## src/hw/rtl/sauvola_local_threshold_macros.svh

```systemverilog
// ----------------------------------------------------------------------------
// Sauvola local threshold - assertion macros
// Concurrent checks on clk_i, disabled while rst_ni is low; empty in synthesis.
// ----------------------------------------------------------------------------
`ifndef SAUVOLA_LOCAL_THRESHOLD_MACROS_SVH
`define SAUVOLA_LOCAL_THRESHOLD_MACROS_SVH

`ifndef SYNTHESIS
`define SLT_ASSERT(lbl, prop, msg) \
  lbl: assert property (@(posedge clk_i) disable iff (!rst_ni) prop) else $error(msg);
`define SLT_ASSERT_NEXT(lbl, ante, cons, msg) \
  lbl: assert property (@(posedge clk_i) disable iff (!rst_ni) (ante) |=> (cons)) \
    else $error(msg);
`else
`define SLT_ASSERT(lbl, prop, msg)
`define SLT_ASSERT_NEXT(lbl, ante, cons, msg)
`endif

`endif

```

## src/hw/rtl/slt_ram.sv

```systemverilog
// ----------------------------------------------------------------------------
// Sauvola local threshold - single-port RAM
// One address per cycle, synchronous write, registered read (read-first).
// ----------------------------------------------------------------------------
module slt_ram #(
  parameter int WIDTH = 8,
  parameter int DEPTH = 256,
  localparam int AW = $clog2(DEPTH)
) (
  input  logic             clk_i,
  input  logic             we_i,
  input  logic [AW-1:0]    addr_i,
  input  logic [WIDTH-1:0] wdata_i,
  output logic [WIDTH-1:0] rdata_o
);

  logic [WIDTH-1:0] mem_q [DEPTH];
  logic [WIDTH-1:0] rdata_q;

  always_ff @(posedge clk_i) begin
    if (we_i) begin
      mem_q[addr_i] <= wdata_i;
    end
    rdata_q <= mem_q[addr_i];
  end

  assign rdata_o = rdata_q;

endmodule

```

## config.mk

```make
export PLATFORM = sky130hd
export DESIGN_NAME = slt_ram
export DESIGN_NICKNAME = d
export VERILOG_FILES = /design/src/hw/rtl/sauvola_local_threshold_macros.svh /design/src/hw/rtl/slt_ram.sv
export SDC_FILE = /design/constraint.sdc
export NUM_CORES = 2
export LEC_CHECK = 0
export ABC_AREA = 1
export BUFFER_PORTS_ARGS = -buffer_cell sky130_fd_sc_hd__buf_2
export CORE_AREA = 2 2 295 588
export DETAILED_ROUTE_END_ITERATION = 6
export DIE_AREA = 0 0 297 590
export GPL_TIMING_DRIVEN = 0
export PLACE_DENSITY_LB_ADDON = 0.15
export SYNTH_ARGS = -nofsm -noshare
export SYNTH_HDL_FRONTEND = slang
export SYNTH_SLANG_ARGS = --single-unit
```

## constraint.sdc

```tcl
create_clock -name clk_i -period 3.7 [get_ports clk_i]
set_clock_uncertainty 0.2 [all_clocks]
set_input_delay 1.11 -clock clk_i [delete_from_list [all_inputs] [get_ports clk_i]]
set_output_delay 1.11 -clock clk_i [all_outputs]
set_load 0.03 [all_outputs]
```

==> results by group <==
Global routing
  • Total overflow reported by the global router: 0
  • Maximum number of pins on one net before global-route repair: around 120
  • Antenna violations before repair: 10
  • Via count of the first global-routing pass: about 55000
  • GRT Resource Usage Total: 0.310
  • Wire length of the first global-routing pass: around 380000 um

Layout
  • Number of nets in the finished design: a little over 8000
  • Count of fill cells added during filler insertion: 14800
  • Signed area change from the synthesized netlist to the final layout: 11.3%
  • Ratio of cells with drive above 1 in the final layout: 0.0734

Placement
  • Port buffer count: 23
  • Placer's final routability congestion estimate: 1.04
  • Estimated wirelength of the detail-placed design: approximately 200000 um

STA
  • Worst hold slack after final layout: 0.447 ns
  • Endpoints failing hold: 0
  • Final setup margin: -0.104 ns
  • RSZ-0062 raised after global routing: yes
  • Total of endpoints with negative setup slack in the final report: 65
  • Highest achievable clock rate: roughly 260 MHz
  • Shortest period the worst path allows: 3.80 ns
  • Slew Limit Headroom: -0.0688
  • Worst Tran Pin Value: between 1.5 and 2 ns
  • Final period utilization: 1.03
  • Final-report max-slew violation count: 22

Logic synthesis
  • Distinct cell type count after synthesis: 18
  • Count of mapped cells out of synthesis: 8021
  • Cell area after synthesis: about 85000 um2
  • Synth Net Count: between 8000 and 9000
  • Synth cell count leaders: nand2_1 (4770), edfxtp_1 (2048), nor2_1 (361), nand3_1 (188), buf_2 (182)
  • Cell with the most instances after synthesis: nand2_1
  • Synthesized flop and latch total: around 2100
  • Cell types occupying the most area after synthesis: edfxtp_1 (72%), nand2_1 (21%), nor2_1 (1.6%), nand3_1 (1.1%), buf_2 (1.1%)
  • Share of flip-flops with an asynchronous set or reset: 0
  • Synth warnings: 0
  • Number of enable-type register cells in the synthesized netlist: between 2000 and 2500
  • Sequential element share of the synthesized area: 0.727
  • Share of Yosys cell area claimed by the top area cell type: 0.725
  • Top flip-flop cell by instance count after synthesis: edfxtp_1
  • Area leader, netlist: edfxtp_1
  • Average cell area after synthesis: about 11 um2

Drt
  • Total vias in the final route: 56300
  • DRC violation count after routing: 0
  • Vias per Instance: between 5 and 6
  • Iter 0 DRT Violations: approximately 5000
  • Routed wire per std cell: 25.7 um
  • Final antenna-violating net count: 0
  • Final routed wirelength across all metal layers: between 200000 and 300000 um
  • Number of detailed-route iterations in the first pass: 5

Floorplan
  • Starting density of the core: 0.496
  • Number of top-level pins: 26
  • Die Height: slightly below 600 um
  • FP Rows: between 200 and 250
  • Core region area: between 150000 and 200000 um2
  • Die X-Extent: about 300 um
  • Die Area: 175000 um2

Worst setup path
  • Register-to-register setup slack: roughly 1.2 ns
  • Critical path class: in -> reg
  • Largest fanout on the critical path: 10
  • Crit path arrival time: 4.08 ns
  • Worst stage delay on the critical path: ~0.74 ns
  • Critical-path cell list: buf_2, nor2_1, buf_2, buf_2, inv_1, nor2_1, nand2_1, clkbuf_2, nor2_1
  • Critical Path RT: between 3 and 4 ns
  • Kind of launch point of the worst setup path: input pin
  • Number of cell instances on the worst register-to-register path: 12
  • Number of gates on the worst path with buffers counted: 9
  • Worst path bufs/invs: 5
  • Cell with the largest stage delay on the worst path: nor2_1
  • Critical path's top delay family: buffers and inverters
  • Critical Path Sink Type: flip-flop

Power and ir drop
  • Pwr dens: roughly 500 nW/um2
  • Total power: around 47 mW
  • Sequential share of power: 0.544
  • Reported net switching power: roughly 11 mW
  • Max IR drop VDD: between 400 and 500 uV
  • Relative contribution of combinational cells to total power: 0.070
  • Clock share of power: 0.387
  • P_int: 36.4 mW
  • Switching share of power: 0.230
  • Cell leakage power: between 30 and 40 nW

Flow run
  • Number of max-cap violations: 2

Hold path
  • Hold Path Cell Cnt: 1
  • Worst min-delay path category: in -> reg

CTS
  • Hold buffer count at CTS: 0
  • Later-pin clock latency in the skew report: around 0.86 ns
  • Number of sinks driven by the clock tree: between 2000 and 2500
  • Clock tree from TritonCTS: yes
  • Number of levels the H-tree was split into: 4
  • Clock edge transition at the registers on the reported setup and hold paths: approximately 0.06 ns
  • TritonCTS buffer count: ~180
  • Library cell used as clock root buffer: clkbuf_16
  • Maximum buffer depth of the clock tree: 4

Status
  • Violations in the final reports: capacitance limit, slew limit, setup timing
  • Result of the run: complete, but fails checks
[registers in the layout, indices dropped and copies added, names as in the netlist]
name	flops
rdata_o	8
mem_q	2048
[worst reg2reg max path, stage by stage (launching register included)]
cell      delay, ns
edfxtp_1       0.36
nand2_1        0.08
nand2_1        0.06
nand2_1        0.08
nand2_1        0.17
nand2_1        0.11
nand2_1        0.11
o21ai_0        0.26
nand2_1        0.18
nor2_1         0.17
nor2_1         0.06
nor2_1         0.26
nand2_1        0.19
[cells by family after synthesis]
group           after synthesis  share of synthesized area
compound gates              192                     0.0113
buf+inv                     452                     0.0236
simple gates               5321                      0.238
flops                      2056                      0.727
[layout make-up]
cell class	instances	area, um2	share of cell area
Inverter	35	136	0.00144
Timing Repair Buffer	60	793	0.00840
Tap cell	2278	2850	0.0302
Clock inverter	79	709	0.00751
Antenna cell	7	17.5	0.000185
Sequential cell	2056	61700	0.653
Multi-Input combinational cell	5513	21600	0.229
Clock buffer	230	4800	0.0508
Buffer	416	1910	0.0203
[layout by cell type, fill, tap and decap left out]
cell	instances
nand2_1	4769
nor2_8	1
inv_2	2
edfxtp_1	2048
nand3_2	1
clkbuf_2	8
clkinv_4	2
nor2_1	248
buf_4	32
o21ai_1	119
clkbuf_16	185
buf_1	53
nor2_4	21
clkdlybuf4s15_1	1
buf_6	9
buf_2	194
clkbuf_4	1
diode_2	7
clkbuf_1	199
clkinv_2	17
nand2_4	1
clkinv_1	37
inv_1	31
bufinv_16	13
nand3_1	187
inv_6	2
clkinvlp_4	8
inv_4	2
nand2_2	1
nor2_2	92
buf_8	8
dfxtp_1	8
a21oi_1	32
buf_16	16
o21ai_0	41
[what timing repair did]
action	in CTS	in global routing
setup buffers	21	0
endpoints found under the hold margin	0	0
resized for setup	94	71
setup endpoints to repair	1319	740
pin swaps	18	0
[worst paths after layout]
path / start / endpoint
worst max-delay path: addr_i[2] / mem_q[115][4]$_DFFE_PP_
worst max register to register: mem_q[146][6]$_DFFE_PP_ / rdata_o[6]$_DFF_P_
worst min-delay path: wdata_i[6] / mem_q[146][6]$_DFFE_PP_
worst min register to register: mem_q[114][3]$_DFFE_PP_ / rdata_o[3]$_DFF_P_
[metal layers]
metal / track usage / up-vias / wire length [um]
met3: 0.0405 / 736 / 13700
met2: 0.544 / 1914 / 137000
li1: - / 26800 / -
met1: 0.316 / 26800 / 91400
met4: 0.299 / 2 / 32100
met5: 0 / - / 15
[power by group through the flow]
stage / clock network [mW] / registers (mW) / logic (mW)
floorplan: 0 / 26.2 / 1.46
finish: 18.3 / 25.7 / 3.29
detailed placement: 0 / 26.2 / 3.24
global placement: 0 / 26.3 / 3.14
global route: 19.2 / 25.7 / 3.49
CTS: 18.4 / 25.7 / 3.25
[through the flow]
step                setup WS [ns]  cells  instance area, um2   TNS, ns  utilization
floorplan                   0.550   8021               84900         0            -
global placement            -3.05  10300               87800  -7900.02        0.513
detailed placement          -1.56  10300               88300  -1964.42        0.516
CTS                        -0.102  10700               94300     -4.18        0.551
global route               -0.173  10700               94500     -7.32        0.552
finish                     -0.104  10700               94500     -3.54        0.552
(Power assumes the default switching activity.)
